`src/rtl/utf8s_pkg.sv`:
```
// Shared types and constants for the UTF-8 stream decoder.
`default_nettype none

package utf8s_pkg;

    localparam int BYTE_W = 8;
    localparam int CP_W   = 21;
    localparam int WIN_N  = 4;

    localparam logic [CP_W-1:0] REPL_CP = 21'h00FFFD;

    typedef enum logic [0:0] {
        ST_IDLE,
        ST_SCAN
    } state_t;

    typedef struct packed {
        logic load;
        logic emit;
        logic finish;
    } dp_cmd_t;

    typedef struct packed {
        logic stop;
        logic last;
        logic out_free;
    } dp_stat_t;

endpackage

`default_nettype wire

```
`src/rtl/utf8s_in_if.sv`:
```
// Byte channel: one raw stream byte and its end-of-buffer flag per transfer.
`default_nettype none

interface utf8s_in_if;
    import utf8s_pkg::*;

    logic              valid;
    logic              ready;
    logic [BYTE_W-1:0] data_byte;
    logic              buffer_end;

    modport source (output valid, output data_byte, output buffer_end, input ready);
    modport sink (input valid, input data_byte, input buffer_end, output ready);
endinterface

`default_nettype wire

```
`src/rtl/utf8s_out_if.sv`:
```
// Code point channel: one decoded code point and its flags per transfer.
`default_nettype none

interface utf8s_out_if;
    import utf8s_pkg::*;

    logic            valid;
    logic            ready;
    logic [CP_W-1:0] code_point;
    logic            run_last;
    logic            buffer_done;

    modport source (output valid, output code_point, output run_last, output buffer_done,
                    input ready);
    modport sink (input valid, input code_point, input run_last, input buffer_done,
                  output ready);
endinterface

`default_nettype wire

```
`src/rtl/utf8s_ctrl.sv`:
```
// Controller state machine: sequences byte load, result scan and window compaction.
`default_nettype none

module utf8s_ctrl (
    input  wire logic                clk,
    input  wire logic                rst_n,
    input  wire logic                in_valid,
    output logic                     in_ready,
    output utf8s_pkg::dp_cmd_t       cmd,
    input  wire utf8s_pkg::dp_stat_t stat
);
    import utf8s_pkg::*;

    state_t state_reg;
    state_t state_next;

    always_ff @(posedge clk or negedge rst_n)
    begin
        if (!rst_n)
        begin
            state_reg <= ST_IDLE;
        end
        else
        begin
            state_reg <= state_next;
        end
    end

    always_comb
    begin
        state_next = state_reg;
        cmd        = '0;
        in_ready   = 1'b0;
        case (state_reg)
            ST_IDLE:
            begin
                in_ready = 1'b1;
                if (in_valid)
                begin
                    cmd.load   = 1'b1;
                    state_next = ST_SCAN;
                end
            end
            ST_SCAN:
            begin
                if (stat.stop)
                begin
                    cmd.finish = 1'b1;
                    state_next = ST_IDLE;
                end
                else if (stat.out_free)
                begin
                    cmd.emit = 1'b1;
                    if (stat.last)
                    begin
                        cmd.finish = 1'b1;
                        state_next = ST_IDLE;
                    end
                end
            end
            default:
            begin
                state_next = ST_IDLE;
            end
        endcase
    end

endmodule

`default_nettype wire

```
`src/rtl/utf8s_dpath.sv`:
```
// Datapath: byte window, scan position, sequence decode and output register.
`default_nettype none

module utf8s_dpath (
    input  wire logic                         clk,
    input  wire logic                         rst_n,
    input  wire logic [utf8s_pkg::BYTE_W-1:0] data_byte,
    input  wire logic                         buffer_end,
    input  wire utf8s_pkg::dp_cmd_t           cmd,
    output utf8s_pkg::dp_stat_t               stat,
    utf8s_out_if.source                       code_points
);
    import utf8s_pkg::*;

    typedef logic [WIN_N-1:0][BYTE_W-1:0] win_t;

    typedef struct packed {
        logic            hold;
        logic [CP_W-1:0] cp;
        logic [2:0]      adv;
    } dec_t;

    function automatic dec_t decode_at(input win_t w, input logic [2:0] n,
                                       input logic [1:0] q, input logic end_f);
        logic [BYTE_W-1:0] b;
        logic [1:0]        need;
        logic              bad;
        logic              shrt;
        logic [CP_W-1:0]   cp;
        logic [2:0]        idx;
        dec_t              d;
        b    = w[q];
        need = 2'd0;
        bad  = 1'b0;
        shrt = 1'b0;
        cp   = REPL_CP;
        case (b) inside
            8'b0???????: need = 2'd0;
            8'b110?????: need = 2'd1;
            8'b1110????: need = 2'd2;
            8'b11110???: need = 2'd3;
            default:     bad  = 1'b1;
        endcase
        for (int i = 1; i <= 3; i++)
        begin
            idx = {1'b0, q} + 3'(i);
            if ((2'(i) <= need) && !bad && !shrt)
            begin
                if (idx >= n)
                begin
                    shrt = 1'b1;
                end
                else if (w[idx[1:0]][7:6] != 2'b10)
                begin
                    bad = 1'b1;
                end
            end
        end
        case (need)
            2'd0: cp = bad ? REPL_CP : {13'd0, b};
            2'd1: cp = {10'd0, b[4:0], w[q + 2'd1][5:0]};
            2'd2: cp = {5'd0, b[3:0], w[q + 2'd1][5:0], w[q + 2'd2][5:0]};
            2'd3: cp = {b[2:0], w[q + 2'd1][5:0], w[q + 2'd2][5:0], w[q + 2'd3][5:0]};
            default: cp = REPL_CP;
        endcase
        d.hold = shrt && !end_f;
        d.cp   = (bad || shrt) ? REPL_CP : cp;
        d.adv  = (bad || shrt) ? 3'd1 : ({1'b0, need} + 3'd1);
        return d;
    endfunction

    win_t            win_reg;
    win_t            win_next;
    logic [1:0]      count_reg;
    logic [1:0]      count_next;
    logic [1:0]      p_reg;
    logic [1:0]      p_next;
    logic            end_reg;
    logic            end_next;
    logic            out_valid_reg;
    logic            out_valid_next;
    logic [CP_W-1:0] cp_reg;
    logic [CP_W-1:0] cp_next;
    logic            last_reg;
    logic            last_next;
    logic            done_reg;
    logic            done_next;

    logic [2:0] n;
    logic [2:0] pn;
    logic [2:0] pe;
    logic [2:0] rest;
    dec_t       cur;
    dec_t       nxt;

    assign n    = {1'b0, count_reg} + 3'd1;
    assign cur  = decode_at(win_reg, n, p_reg, end_reg);
    assign pn   = {1'b0, p_reg} + cur.adv;
    assign nxt  = decode_at(win_reg, n, pn[1:0], end_reg);
    assign pe   = cmd.emit ? pn : {1'b0, p_reg};
    assign rest = n - pe;

    assign stat.stop     = cur.hold || ({1'b0, p_reg} >= n);
    assign stat.last     = (pn >= n) || nxt.hold;
    assign stat.out_free = !out_valid_reg || code_points.ready;

    always_comb
    begin
        win_next       = win_reg;
        count_next     = count_reg;
        p_next         = p_reg;
        end_next       = end_reg;
        out_valid_next = out_valid_reg;
        cp_next        = cp_reg;
        last_next      = last_reg;
        done_next      = done_reg;

        if (out_valid_reg && code_points.ready)
        begin
            out_valid_next = 1'b0;
        end

        if (cmd.load)
        begin
            win_next[count_reg] = data_byte;
            p_next              = 2'd0;
            end_next            = buffer_end;
        end

        if (cmd.emit)
        begin
            out_valid_next = 1'b1;
            cp_next        = cur.cp;
            last_next      = stat.last;
            done_next      = stat.last && end_reg;
            p_next         = pn[1:0];
        end

        if (cmd.finish)
        begin
            count_next = (end_reg || (pe >= n)) ? 2'd0 : rest[1:0];
            for (int j = 0; j < WIN_N - 1; j++)
            begin
                win_next[j] = win_reg[pe[1:0] + 2'(j)];
            end
        end
    end

    always_ff @(posedge clk or negedge rst_n)
    begin
        if (!rst_n)
        begin
            count_reg     <= 2'd0;
            out_valid_reg <= 1'b0;
        end
        else
        begin
            count_reg     <= count_next;
            out_valid_reg <= out_valid_next;
        end
    end

    always_ff @(posedge clk)
    begin
        win_reg  <= win_next;
        p_reg    <= p_next;
        end_reg  <= end_next;
        cp_reg   <= cp_next;
        last_reg <= last_next;
        done_reg <= done_next;
    end

    assign code_points.valid       = out_valid_reg;
    assign code_points.code_point  = cp_reg;
    assign code_points.run_last    = last_reg;
    assign code_points.buffer_done = done_reg;

    a_emit_room: assert property (@(posedge clk) disable iff (!rst_n)
        cmd.emit |-> stat.out_free)
        else $error("result produced while output register is occupied");

    a_emit_in_window: assert property (@(posedge clk) disable iff (!rst_n)
        cmd.emit |-> (p_reg <= count_reg))
        else $error("scan position beyond window");

    a_end_clears: assert property (@(posedge clk) disable iff (!rst_n)
        (cmd.finish && end_reg) |=> (count_reg == 2'd0))
        else $error("pending bytes kept past buffer end");

    a_done_is_last: assert property (@(posedge clk) disable iff (!rst_n)
        (out_valid_reg && done_reg) |-> last_reg)
        else $error("buffer_done without run_last");

endmodule

`default_nettype wire

```
`src/rtl/utf8_stream_decoder_core.sv`:
```
// Top level of the UTF-8 stream decoder.
// Usage:
//   bytes       : sink channel, one UTF-8 byte per transfer with buffer_end set on the
//                 last byte of a buffer.
//   code_points : source channel, one 21-bit code point per transfer; run_last marks
//                 the last result caused by a byte, buffer_done the final code point
//                 of a buffer. Invalid, stray or truncated bytes give U+FFFD.
//   After a byte is accepted, the scan gives one result per cycle, while the output
//   register is free, from a four-byte window (held lead and trail bytes plus the new
//   byte). A byte that only starts a sequence gives no result, one that completes a
//   sequence gives one, and a rescan burst at a broken sequence gives several.
//   A byte is registered in the window before its results reach the output register.
//   A lead byte is held with its trail bytes until the sequence completes, breaks,
//   or the buffer ends; the held bytes are cleared at each buffer end.
//   Reset clears the held-byte count and the output register; the block is ready
//   for a byte in the first cycle after reset.
//   When the receiver stalls, the finished result waits in the output register and
//   the scan holds; no new byte is accepted until the current one is fully decided.
`default_nettype none

module utf8_stream_decoder_core (
    input  wire logic   clk,
    input  wire logic   rst_n,
    utf8s_in_if.sink    bytes,
    utf8s_out_if.source code_points
);
    import utf8s_pkg::*;

    dp_cmd_t  cmd;
    dp_stat_t stat;
    logic     in_ready;

    assign bytes.ready = in_ready;

    utf8s_ctrl u_ctrl (
        .clk      (clk),
        .rst_n    (rst_n),
        .in_valid (bytes.valid),
        .in_ready (in_ready),
        .cmd      (cmd),
        .stat     (stat)
    );

    utf8s_dpath u_dpath (
        .clk         (clk),
        .rst_n       (rst_n),
        .data_byte   (bytes.data_byte),
        .buffer_end  (bytes.buffer_end),
        .cmd         (cmd),
        .stat        (stat),
        .code_points (code_points)
    );

endmodule

`default_nettype wire
```
`src/flat_wrapper.sv`:
```
// flat-port wrapper written by rule: the top's interface ports become plain ports
module utf8_stream_decoder_core_flat import utf8s_pkg::*;
  (clk, rst_n, bytes_valid, bytes_data_byte, bytes_buffer_end, bytes_ready, code_points_valid, code_points_code_point, code_points_run_last, code_points_buffer_done, code_points_ready);
  utf8s_in_if bytes_i ();
  utf8s_out_if code_points_i ();
  input  wire logic clk;
  input  wire logic rst_n;
  input wire logic [$bits(bytes_i.valid)-1:0] bytes_valid;
  input wire logic [$bits(bytes_i.data_byte)-1:0] bytes_data_byte;
  input wire logic [$bits(bytes_i.buffer_end)-1:0] bytes_buffer_end;
  output wire logic [$bits(bytes_i.ready)-1:0] bytes_ready;
  output wire logic [$bits(code_points_i.valid)-1:0] code_points_valid;
  output wire logic [$bits(code_points_i.code_point)-1:0] code_points_code_point;
  output wire logic [$bits(code_points_i.run_last)-1:0] code_points_run_last;
  output wire logic [$bits(code_points_i.buffer_done)-1:0] code_points_buffer_done;
  input wire logic [$bits(code_points_i.ready)-1:0] code_points_ready;
  assign bytes_i.valid = bytes_valid;
  assign bytes_i.data_byte = bytes_data_byte;
  assign bytes_i.buffer_end = bytes_buffer_end;
  assign bytes_ready = bytes_i.ready;
  assign code_points_valid = code_points_i.valid;
  assign code_points_code_point = code_points_i.code_point;
  assign code_points_run_last = code_points_i.run_last;
  assign code_points_buffer_done = code_points_i.buffer_done;
  assign code_points_i.ready = code_points_ready;
  utf8_stream_decoder_core u_core (.clk(clk), .rst_n(rst_n), .bytes(bytes_i), .code_points(code_points_i));
endmodule
```
`config.mk`:
```
export PLATFORM = sky130hd
export DESIGN_NAME = utf8_stream_decoder_core_flat
export DESIGN_NICKNAME = d
export VERILOG_FILES = /design/src/rtl/utf8s_pkg.sv /design/src/rtl/utf8s_in_if.sv /design/src/rtl/utf8s_out_if.sv /design/src/rtl/utf8s_ctrl.sv /design/src/rtl/utf8s_dpath.sv /design/src/rtl/utf8_stream_decoder_core.sv /design/src/flat_wrapper.sv
export SDC_FILE = /design/constraint.sdc
export NUM_CORES = 1
export LEC_CHECK = 0
export BUFFER_PORTS_ARGS = -buffer_cell sky130_fd_sc_hd__buf_2
export CAP_MARGIN = 20
export CORE_ASPECT_RATIO = 0.75
export CORE_UTILIZATION = 40
export CTS_CLUSTER_SIZE = 24
export DETAILED_ROUTE_END_ITERATION = 16
export GPL_TIMING_DRIVEN = 0
export SYNTH_ARGS = -nofsm -noshare
export SYNTH_HDL_FRONTEND = slang
export SYNTH_SLANG_ARGS = --single-unit
export TNS_END_PERCENT = 5
```
`constraint.sdc`:
```
create_clock -name clk -period 9.75 [get_ports clk]
set_input_delay 0.975 -clock clk [delete_from_list [all_inputs] [get_ports clk]]
set_output_delay 0.975 -clock clk [all_outputs]
set_load 0.03 [all_outputs]
```
### Word-level counts from Yosys, hierarchy flattened

Cells that the tools add are included.

| operators by class | value |
|---|---|
| $add $sub $neg | 15 |
| multiply operators | 0 |
| div/mod/pow operators | 0 |
| magnitude comparators | 30 |
| eq/ne operators | 14 |
| shifts and indexed selects | 0 |
| mux-type cells | 95 |
| bitwise logic cells | 1 |
| reductions and logical operators | 36 |

Operator list:

| operator | count |
|---|---|
| binary-select mux 8 bit (select 2 bit) | 13 |
| 2-to-1 mux 8 bit | 11 |
| case mux 21 bit (4 select lines) | 1 |
| 2-to-1 mux 24 bit | 2 |
| 2-to-1 mux 1 bit | 46 |
| < comparator 2 x 3 -> 1 bit, second input constant | 14 |
| bitwise mux 32 bit | 1 |
| 2-to-1 mux 2 bit | 13 |
| >= comparator 3 bit | 8 |
| 2-to-1 mux 6 bit | 3 |
| demux 8 bit (select 2 bit) | 1 |
| 2-to-1 mux 16 bit | 1 |
| logical AND 1 bit | 15 |
| adder 2 x 1 -> 3 bit, second input constant | 4 |
| adder 2 x 2 -> 3 bit, second input constant | 4 |
| zero test 1 bit | 12 |
| == test 5 bit, second input constant | 2 |
| != test 2 bit, second input constant | 5 |
| == test 4 bit, second input constant | 2 |
| less-or-equal comparator 2 bit, first input constant | 4 |
| adder 2 bit, second input constant | 3 |
| == test 3 bit, second input constant | 2 |
| 2-to-1 mux 3 bit | 2 |
| nonzero test 2 bit | 3 |
| 12 further kinds | 19 |

| storage, ports and cells | value |
|---|---|
| bits in registers | 62 |
| latch bits | 0 |
| bits in writable memories | 0 |
| ROM bits | 0 |
| bits of input ports | 13 |
| output and inout bits | 25 |
| logic and storage cells | 203 |
| memories kept | 0 |

### Logic depth before layout (Yosys ltp)

Gate-level depths: netlist (run 1).

| depth | value |
|---|---|
| depth after elaboration | 50 |
| depth in mapped cells | 31 |

### Hierarchy

From an unflattened synthesis (run 1), not the netlist that was laid out.

| unflattened totals | value |
|---|---|
| cell total of the unflattened synthesis | 457 |
| area total of the unflattened synthesis | 5026.1 µm² |

Modules (own cells, without submodules):

| module | times used | cells an instance | area an instance (µm²) | sequential area each (µm²) |
|---|---|---|---|---|
| utf8s_dpath | 1 | 450 | 4962.3 | 1816.7 |
| utf8s_ctrl | 1 | 7 | 63.8 | 25.0 |

### Least setup slack after synthesis (run 1)

OpenSTA, ideal clock, no wires.

| path | value |
|---|---|
| path kind | reg2reg |
| from | reg u_core.u_dpath.p_reg[1] |
| to | reg u_core.u_dpath.win_reg[10] in the netlist's numbering (enable) |
| setup time | 0.384 ns |
| arrival time | 6.705 ns |
| slack | 2.661 ns |
| stages on the path, launching flop included | 31 |
| path through | edfxtp_1 -> buf_2 -> buf_1 -> inv_1 -> ha_1 -> clkbuf_2 -> inv_1 -> ha_1 -> a21boi_0 -> o21ai_0 -> nand2b_1 -> o21ai_0 -> nand2_1 -> nor2_1 -> clkbuf_1 -> nand3_1 -> ha_1 -> fa_1 -> ha_1 -> inv_1 -> ha_1 -> a21boi_0 -> o21ai_0 -> a221oi_1 -> o311ai_0 -> a21o_1 -> a21oi_1 -> o31ai_1 -> buf_2 -> buf_2 -> o21ai_0 |

| on the way | value |
|---|---|
| longest elaborated chain between the ends | 46 |
| elaborated cells between the ends (all ways) | 121 |
| classes of those cells | 8 x add/sub; 14 x order compare; 11 x eq/ne; 62 x mux; 26 x reduce/logical |

Ends and longest elaborated chain:

| item | line | RTL |
|---|---|---|
| start, declared | utf8s_dpath.sv:76 | `logic [1:0] p_reg;` |
| start signal, assigned | utf8s_dpath.sv:166 | `p_reg <= p_next;` |
| parallel branches: the longest is 20 deep, another holds less-or-equal comparator 1 x 2 -> 1 bit | -- |  |
| adder 2 x 3 -> 3 bit (*) | utf8s_dpath.sv:98 | `assign pn = {1'b0, p_reg} + cur.adv;` |
| via u_core.u_dpath.pn[1] | utf8s_dpath.sv:90 | `logic [2:0] pn;` |
| binary-select mux 8 bit (select 2 bit) | utf8s_dpath.sv:32 | `b = w[q];` |
| 2-to-1 mux 8 bit (not written as such) | utf8s_dpath.sv:32 |  |
| == test 5 bit | utf8s_dpath.sv:99 | `assign nxt = decode_at(win_reg, n, pn[1:0], end_reg);` |
| 2-to-1 mux 2 bit or 2-to-1 mux 1 bit (tied branches) (4 in series) | utf8s_dpath.sv:37 | `case (b) inside` |
| less-or-equal comparator 1 x 2 -> 1 bit, or another cell as far along | utf8s_dpath.sv:47 | `if ((2'(i) <= need) && !bad && !shrt)` |
| [... 9 more ...] | -- |  |
| 2-to-1 mux 1 bit | utf8s_dpath.sv:47 |  |
| logical AND 1 bit | utf8s_dpath.sv:66 | `d.hold = shrt && !end_f;` |
| logical OR 1 bit (*) | utf8s_dpath.sv:104 | `assign stat.last = (pn >= n) \|\| nxt.hold;` |
| 2-to-1 mux 1 bit (*) | utf8s_ctrl.sv:54 | `if (stat.last)` |
| 2-to-1 mux 2 bit (*) | utf8s_ctrl.sv:51 | `else if (stat.out_free)` |
| 2-to-1 mux 1 bit (*) | utf8s_ctrl.sv:46 | `if (stat.stop)` |
| 2-to-1 mux 2 bit (*) | utf8s_ctrl.sv:34 | `case (state_reg)` |
| nonzero test 2 bit (no source line) (*) | -- |  |
| end signal, assigned | utf8s_dpath.sv:165 | `win_reg <= win_next;` |
| end, declared | utf8s_dpath.sv:72 | `win_t win_reg;` |

Mark *: on every way through the listed nets, which the timed path passes. The select of a mux whose other input is x is not followed.
A chain may end at the register's enable or synchronous reset.

==> results of run 1 <==
[Yosys cell counts (3+ instances only)]
master,instances,share of area
nand3_1,12,0.012
a221o_1,19,0.039
nor2_1,10,0.0076
o21ai_0,11,0.011
nor2b_1,11,0.014
or2_2,4,0.0051
nor3b_1,8,0.012
fa_1,3,0.012
dfrtp_1,4,0.020
ha_1,32,0.081
mux2_2,3,0.0068
a22o_1,4,0.0071
buf_4,6,0.0091
nand2b_1,4,0.0051
buf_2,6,0.0061
a21oi_1,6,0.0061
mux2i_1,21,0.043
a221oi_1,6,0.011
clkbuf_1,7,0.0053
mux4_2,29,0.13
a21o_1,3,0.0046
nand2_1,31,0.024
a211o_1,12,0.021
inv_1,20,0.015
and2_1,10,0.013
o311ai_0,3,0.0053
buf_1,5,0.0038
nor3_1,29,0.029
and3_1,5,0.0063
o31ai_1,3,0.0046
edfxtp_1,58,0.35
[final cells by class]
class / instances / area, um2
fillers: 1116 / 6220
multi-input cells: 313 / 2870
repair buffers: 39 / 205
well taps: 162 / 203
clock buffers: 9 / 225
inverters: 21 / 83.8
plain buffers: 27 / 145
flip-flops and latches: 62 / 1840
clock inverters: 7 / 40.0
[per-stage QoR]
stage | cells | hold WS [ps] | setup slack (ps) | util | area (um2)
global route | 640 | 443 | 498 | 0.474 | 5610
global placement | 622 | 530 | 1130 | 0.450 | 5320
floorplan | 423 | 499 | 2660 | - | 4940
detailed placement | 623 | 525 | 971 | 0.451 | 5340
CTS | 639 | 443 | 918 | 0.474 | 5600
finish | 640 | 443 | 1280 | 0.474 | 5610
[path summary, 6_finish.rpt]
kind / from / to / slack [ps] / cells after the start
max in group asynchronous: rst_n / u_core.u_ctrl.state_reg / 9180 / 1
worst min-delay path: rst_n / u_core.u_dpath.count_reg[1] / 440 / 1
min in group clk: u_core.u_dpath.count_reg[1] / u_core.u_dpath.count_reg[1] / 530 / 2
worst max-delay path: u_core.u_dpath.p_reg[1] / u_core.u_dpath.win_reg[10] / 1280 / 28
worst min register to register: u_core.u_dpath.count_reg[1] / u_core.u_dpath.count_reg[1] / 530 / 2
worst max register to register: u_core.u_dpath.p_reg[1] / u_core.u_dpath.win_reg[10] / 1280 / 28
[per-layer routing]
layer  wire length (um)  up-vias
met2               5470      184
met1               6120     1936
li1                   -     1789
met4                104        0
met3               1030       15
met5                  0        -
[kinds of logic after synthesis]
| group | count (synthesis) |
|---|---|
| XOR/XNOR | 2 |
| AND/OR/NAND/NOR | 131 |
| adder cells (fa/ha/maj) | 35 |
| buffers and inverters | 48 |
| multiplexers | 56 |
| flip-flops | 62 |
| AO/OA/AOI/OAI | 89 |
[worst reg2reg max path: cells and delay by family (launching register included)]
family / cells / cell delay [ps]
AOI/OAI and AO/OA: 11 / 2470
DFF: 1 / 480
buffers and inverters: 6 / 1680
adders and majority gates: 6 / 2290
and+or+nand+nor: 5 / 1430
==> results.md, run 1 <==
* Status: complete, no violations
* NumNets Final at 521
* CTS Sinks at just over 60
* Initial Util at 0.417
* Synth Area in Compound Gates at 0.150
* Setup CP Type: flop to flop
* Standard-cell rows at 34
* Mapped Avg Cell Area at 11.7 um2
* Post-DRT Antenna Nets at 0
* Slew @ Worst Pin at around 950 ps
* Worst Path Required at 9940 ps
* Most common cell after layout, fill and taps aside: edfxtp_1
* Vias at 3924
* Longest Clk Path Bufs at 2
* DR WL/cell at 19.9 um
* Yosys reg bits at 62
* Sequential area share after synthesis at 0.373
* CTS Root Cell: clkbuf_16
* Slew margin rel. at 0.362
* TritonCTS Buffers at 9
* WP buf/inv at 6
* Synth Area in Adders at 0.0933
* Max reg flops at 32
* Met3 Use GR at 0.0471
* Core area at 11800 um2
* Worst-Skew Late Latency at 330 ps
* Area growth, synth to finish at 13.6%
* Tcrit/Tclk final at 0.869
* DRT Pass-1 Iters at 8
* Mux cell area share after synthesis at 0.195
* Max Freq at 118 MHz
* Commonest non-fill, non-tap cells in the layout: edfxtp_1, buf_2, ha_1
* Mapped Area at 4940 um2
* Main combinational cell family by area after synthesis: multiplexers
* Layout cells sized above 1 at 0.228
* Setup Total Neg Slack at 0 ps
* Post-synth ARST share at 0.0645
* # port buffers at 37
* Post-synth EDFFs at 58
* Dominant cell type by count on the critical path: ha_1
* Vias in the first global route at about 3700
* Most common flop cell mapped by yosys: edfxtp_1
* M2 GR Usage at 0.300
* CTS clk-pin slew, worst paths at 60 ps
* Max incr delay on CP at 740 ps
* Placer Congestion at 0.897
* Final count of hold timing violations at 0
* Synthesized Nets at 471
* Number of DRC markers in iteration 0 at 377
* Tot GR Track Use at 0.212
* # H-tree levels at 3
* CP Launch Type: flop
* GRT Residual Overflow at 0
* Worst Skew at 6.32 ps
* Final setup fails at 0
* Worst Setup End Kind: flop
* WL final at 12.7 mm
* Global-route wire length before repair at between 20 and 25 mm
* Ports at 38
* HP Class: input port to asynchronous set/reset pin
* DIE AREA at about 13000 um2
* # Post-CTS Setup Buffers at 0
* Drt via density at roughly 6.1
* Diodes inserted at 0
* Area share of and/or/nand/nor cells after synthesis at 0.138
* # resized after CTS at 0
* Initial antenna violation count at 0
* Crit path max-delay family: compound AO/OA/AOI/OAI gates
* Chip height at 98.2 um
* Syn. warnings at 0
* Final min period at 8470 ps
* Post-Synthesis Cells at 423
* Die width at 130 um
* Xor/xnor cell area share of the yosys netlist at 0.00355
* Slowest stage cell, crit path: nor3_1
* Crit path DAT at just under 9000 ps
* Post-DP HPWL at 9.62 mm
* Crit Path Max Fanout at 12
* # Max-Cap Violations at 0
* Netlist cell types at 59
* Largest net degree at the start of global routing at 22
* Post-route DRC at 0
* Hold Buf Count CTS at 0
* Grt met1 use at 0.325
* Unrepaired setup endpoints after global routing: no
* Fin. max-slew vios at 0
* Most Crowded Layer GR: met1
* CTS tree: yes
Power of run 1 is not shown: default switching activity piles up to over one toggle a cycle in this logic, so the estimate is an artifact.
==> run 2, diff against run 1 <==
--- a/config.mk
+++ b/config.mk
@@ -7,7 +7,6 @@
 export LEC_CHECK = 0
 export BUFFER_PORTS_ARGS = -buffer_cell sky130_fd_sc_hd__buf_2
 export CAP_MARGIN = 20
-export CORE_ASPECT_RATIO = 0.75
 export CORE_UTILIZATION = 40
 export CTS_CLUSTER_SIZE = 24
 export DETAILED_ROUTE_END_ITERATION = 16
==> run 2 against run 1 <==
Against the previous run:
- worst hold slack worse by 10 ps
- die area barely moved
- sequential cell count is the same
- sequential share of layout area is essentially flat
==> results.md, run 2 (synthesized netlist as in run 1, its figures left out) <==
* Final count of hold timing violations at 0 (unchanged)
* DR WL/cell at 19.8 um (-0.26%)
* Hold Buf Count CTS at 0 (unchanged)
* DRT Pass-1 Iters at 5 (-3)
* CTS tree: yes
* Final setup fails at 0 (unchanged)
* WHS at 433 ps (-10.2 ps)
* NumNets Final at 521 (unchanged)
* Area growth, synth to finish at 13.8%
* Final instance area at 5620 um2 (+0.11%)
* Final min period at 8420 ps (-46.4 ps)
* Layout cells sized above 1 at 0.228 (unchanged)
* DIE AREA at 12800 um2 (about the same)
* # Post-CTS Setup Buffers at 0 (unchanged)
* Commonest non-fill, non-tap cells in the layout: edfxtp_1, buf_2, ha_1
* Drt via density at 6.24 (+1.7%)
* # port buffers at 37 (unchanged)
* Fin. max-slew vios at 0 (unchanged)
* Post-DP HPWL at 9.34 mm (-2.9%)
* TritonCTS Buffers at 9 (unchanged)
* Chip height at 113 um (+15%)
* Reg2reg start: u_core.u_dpath.p_reg[1]
* CP Launch Type: flop
* Placed Area at 5330 um2 (-0.26%)
* # H-tree levels at 3 (unchanged)
* Vias in the first global route at 3725 (-0.35%)
* Slew margin rel. at 0.364 (+0.00162)
* Placer Congestion at 0.892 (-0.52%)
* Initial antenna violation count at 0 (unchanged)
* Tcrit/Tclk final at 0.864 (-0.00476)
* Max reg flops at 32 (unchanged)
* Slowest stage cell, crit path: nor3_1
* # Max-Cap Violations at 0 (unchanged)
* Status: complete, no violations
* Die width at 113 um (-13%)
* Initial Util at 0.411 (-0.00643)
* Worst-Skew Late Latency at 340 ps (about the same)
* Tot GR Track Use at 0.203 (-0.00824)
* Dominant cell type by count on the critical path: ha_1
* CTS clk-pin slew, worst paths at 60 ps (about the same)
* Slew @ Worst Pin at 947 ps (-2.41 ps)
* Vias at 3899 (-0.64%)
* GRT Residual Overflow at 0 (unchanged)
* # resized after CTS at 0 (unchanged)
* Setup Total Neg Slack at 0 ps (unchanged)
* Worst Setup End Kind: flop
* Crit path from: u_core.u_dpath.p_reg[1]
* Post-route DRC at 0 (unchanged)
* Largest net degree at the start of global routing at 22 (unchanged)
* WL final at 12.4 mm (-2.6%)
* Longest Clk Path Bufs at 2 (unchanged)
* CTS Sinks at 62 (unchanged)
* Standard-cell rows at 40 (+18%)
* Diodes inserted at 0 (unchanged)
* Max Freq at 119 MHz (+0.55%)
* Worst Skew at 11.1 ps (+4.74 ps)
* Crit path max-delay family: compound AO/OA/AOI/OAI gates
* Post-DRT Antenna Nets at 0 (unchanged)
* Crit path DAT at 8620 ps (-50 ps)
* Worst Path Required at 9940 ps (about the same)
* Core area at 12000 um2 (+1.6%)
* HP Class: input port to asynchronous set/reset pin
* Setup CP Type: flop to flop
* WP buf/inv at 6 (unchanged)
* CTS Root Cell: clkbuf_16
* Ports at 38 (unchanged)
* Unrepaired setup endpoints after global routing: no
* Crit Path Max Fanout at 12 (unchanged)
* Max incr delay on CP at 740 ps (about the same)
* Global-route wire length before repair at 20.1 mm (-2.3%)
* Most common cell after layout, fill and taps aside: edfxtp_1
* Number of DRC markers in iteration 0 at 337 (-11%)
==> run 2: cell count changes in the layout (fill, tap and decap cells not counted) <==
cell,previous run,this run
clkinv_1,3,2
clkbuf_1,7,8
bufinv_16,0,1
clkinv_2,1,0
==> run 2: per-stage QoR <==
| step | utilization | std cells | setup slack (ps) |
|---|---|---|---|
| after global routing | 0.468 | 625 | 600 |
| after global placement | 0.442 | 607 | 1070 |
| after floorplan | - | 423 | 2660 |
| after detailed placement | 0.443 | 609 | 1420 |
| after CTS | 0.468 | 625 | 1370 |
| final | 0.468 | 625 | 1330 |
==> run 2: worst paths after layout <==
check / endpoint / slack, ps / cells past startpoint
worst max-delay path: u_core.u_dpath.win_reg[15] / 1330 / 28
worst min-delay path: u_core.u_ctrl.state_reg / 430 / 1
worst max register to register: u_core.u_dpath.win_reg[15] / 1330 / 28
worst min register to register: u_core.u_dpath.count_reg[1] / 530 / 2
max in group asynchronous: u_core.u_dpath.count_reg[1] / 9200 / 1
min in group clk: u_core.u_dpath.count_reg[1] / 530 / 2
==> run 2: final cells by class <==
class	instances	area, um2
Fill cell	1116	6400
Multi-Input combinational cell	313	2870
Sequential cell	62	1840
Clock buffer	10	229
Timing Repair Buffer	39	205
Tap cell	147	184
Buffer	27	145
Inverter	21	83.8
Clock inverter	6	61.3
==> run 2: metal layers <==
metal	part of all wire	global-route usage
met5	0	0
met2	0.47	0.316
met3	0.063	0.0343
met1	0.44	0.277
met4	0.023	0.0965
Power of run 2 is left out for the same reason.
==> run 3, diff against run 2 <==
==> constraint.sdc (replaced) <==
create_clock -name clk -period 9.75 [get_ports clk]
set_input_delay 0.4875 -clock clk [delete_from_list [all_inputs] [get_ports clk]]
set_output_delay 0.4875 -clock clk [all_outputs]
set_load 0.03 [all_outputs]
==> run 3 against run 2 <==
Against the previous run:
- worst hold slack worse by 110 ps
- setup slack worse by 36 ps
- critical path type unchanged
- design area up 0.18%
==> results.md, run 3 (synthesized netlist as in run 1, its figures left out) <==
* Status: complete, no violations
* Placer Congestion at 0.892 (unchanged)
* Core area at 12000 um2 (unchanged)
* # H-tree levels at 3 (unchanged)
* Setup CP Type: flop to flop
* CTS clk-pin slew, worst paths at 60 ps (about the same)
* CTS Root Cell: clkbuf_16
* Crit Path Max Fanout at 12 (unchanged)
* Most common cell after layout, fill and taps aside: edfxtp_1
* HP Class: input port to flop
* Ports at 38 (unchanged)
* Reg2reg end: u_core.u_dpath.win_reg[15]
* CP Launch Type: flop
* Dominant cell type by count on the critical path: ha_1
* Longest Clk Path Bufs at 2 (unchanged)
* Slowest stage cell, crit path: nor3_1
* Max incr delay on CP at 760 ps (+20 ps)
* Number of DRC markers in iteration 0 at 316 (-6.2%)
* Worst Skew at 9.90 ps (-1.16 ps)
* Initial antenna violation count at 0 (unchanged)
* Layout cells sized above 1 at 0.228 (-0.000476)
* # port buffers at 37 (unchanged)
* Final core occ at 0.468 (+0.000833)
* DRT Pass-1 Iters at 7 (+2)
* Reg2reg start: u_core.u_dpath.p_reg[1]
* Vias at 3944 (+1.2%)
* DP Cell Count at 609 (unchanged)
* Post-DRT Antenna Nets at 0 (unchanged)
* Multi-input logic area at 2870 um2 (unchanged)
* Initial Util at 0.411 (unchanged)
* Vias in the first global route at 3728 (+0.081%)
* Slew @ Worst Pin at 968 ps (+20.5 ps)
* DIE AREA at 12800 um2 (unchanged)
* R2R Setup Slk at 1290 ps (-40 ps)
* Crit path DAT at 8660 ps (+40 ps)
* Worst Setup End Kind: flop
* Worst hold start: bytes_buffer_end
* Register area at 1840 um2 (unchanged)
* Place WS at 1420 ps (unchanged)
* Crit path max-delay family: compound AO/OA/AOI/OAI gates
* Post-DP HPWL at 9.34 mm (unchanged)
* Worst-Skew Late Latency at 340 ps (about the same)
* Final setup fails at 0 (unchanged)
* Largest net degree at the start of global routing at 22 (unchanged)
* Hold Path Depth at 1
* Die width at 113 um (unchanged)
* PnR worst setup slack at 1290 ps (-36.0 ps)
* Final count of hold timing violations at 0 (unchanged)
* Diodes inserted at 0 (unchanged)
* CTS tree: yes
* Max Freq at 118 MHz (-0.43%)
* Tot GR Track Use at 0.204 (about the same)
* Fin. max-slew vios at 0 (unchanged)
* Setup Total Neg Slack at 0 ps (unchanged)
* Area growth, synth to finish at 14.0%
* Tcrit/Tclk final at 0.868 (+0.00370)
* Layout fillers at 1115 (-0.090%)
* Post-route DRC at 0 (unchanged)
* Slew margin rel. at 0.350 (-0.0138)
* Chip height at 113 um (unchanged)
* WP buf/inv at 6 (unchanged)
* Post-Layout Cell Count at 626 (+0.16%)
* Standard-cell rows at 40 (unchanged)
* GRT Residual Overflow at 0 (unchanged)
* TritonCTS Buffers at 9 (unchanged)
* FF-to-FF path depth at 28 (unchanged)
* # Max-Cap Violations at 0 (unchanged)
* DR WL/cell at 19.9 um (+0.51%)
* Unrepaired setup endpoints after global routing: no
* Max reg flops at 32 (unchanged)
* Commonest non-fill, non-tap cells in the layout: edfxtp_1, buf_2, ha_1
* # resized after CTS at 0 (unchanged)
* Global-route wire length before repair at 20.1 mm (about the same)
* NumNets Final at 522 (+0.19%)
* Drt via density at 6.30 (+0.99%)
* Hold Crit Endpoint: u_core.u_dpath.end_reg
* Worst Path Required at 9950 ps (about the same)
* Final min period at 8460 ps (+36.0 ps)
* CTS Sinks at 62 (unchanged)
* WL final at 12.5 mm (+0.67%)
==> run 3: cell count changes in the layout (fill, tap and decap cells not counted) <==
cell and delta:
dlygate4sd3_1 +1
==> run 3: what timing repair did <==
item                                    4_1_cts  5_1_grt
hold buffers                                  1        0
setup buffers                                 0        0
endpoints found under the setup margin        0        0
hold endpoints to repair                      4        0
==> run 3: routing by layer <==
metal / track usage / vias to the layer above / part of all wire
li1: - / 1787 / -
met1: 0.278 / 1955 / 0.45
met2: 0.316 / 180 / 0.48
met3: 0.0343 / 22 / 0.052
met4: 0.0965 / 0 / 0.019
met5: 0 / - / 0
==> run 3: worst max-delay path by stage <==
stage | startpoint | end | depth (start not counted)
floorplan | u_core.u_dpath.p_reg[1] | u_core.u_dpath.win_reg[10] | 30
global placement | u_core.u_dpath.p_reg[1] | u_core.u_dpath.win_reg[10] | 28
detailed placement | u_core.u_dpath.p_reg[1] | u_core.u_dpath.win_reg[10] | 29
CTS | u_core.u_dpath.p_reg[1] | u_core.u_dpath.win_reg[13] | 29
global route | u_core.u_dpath.p_reg[1] | u_core.u_dpath.win_reg[13] | 31
finish | u_core.u_dpath.p_reg[1] | u_core.u_dpath.win_reg[15] | 28
==> run 3: layout make-up <==
| class | instances | share of cell area |
|---|---|---|
| Buffer | 27 | 0.0258 |
| Clock buffer | 10 | 0.0407 |
| Clock inverter | 6 | 0.0109 |
| Inverter | 21 | 0.0149 |
| Multi-Input combinational cell | 313 | 0.509 |
| Sequential cell | 62 | 0.327 |
| Tap cell | 147 | 0.0327 |
| Timing Repair Buffer | 40 | 0.0383 |
==> run 3: per-stage QoR <==
stage	instance area (um2)	hold WS, ps
6_report	5630	327
5_1_grt	5630	317
4_1_cts	5630	317
3_5_place_dp	5330	296
3_3_place_gp	5310	293
2_1_floorplan	4940	192
==> run 3: worst register-to-register path: cells and delay by family (launching register included) <==
family / cells / cell delay, ps
and+or+nand+nor: 5 / 1480
buffers and inverters: 6 / 1620
DFF: 1 / 480
adders and majority gates: 6 / 2270
AOI/OAI and AO/OA: 11 / 2490
Power of run 3 is left out for the same reason.
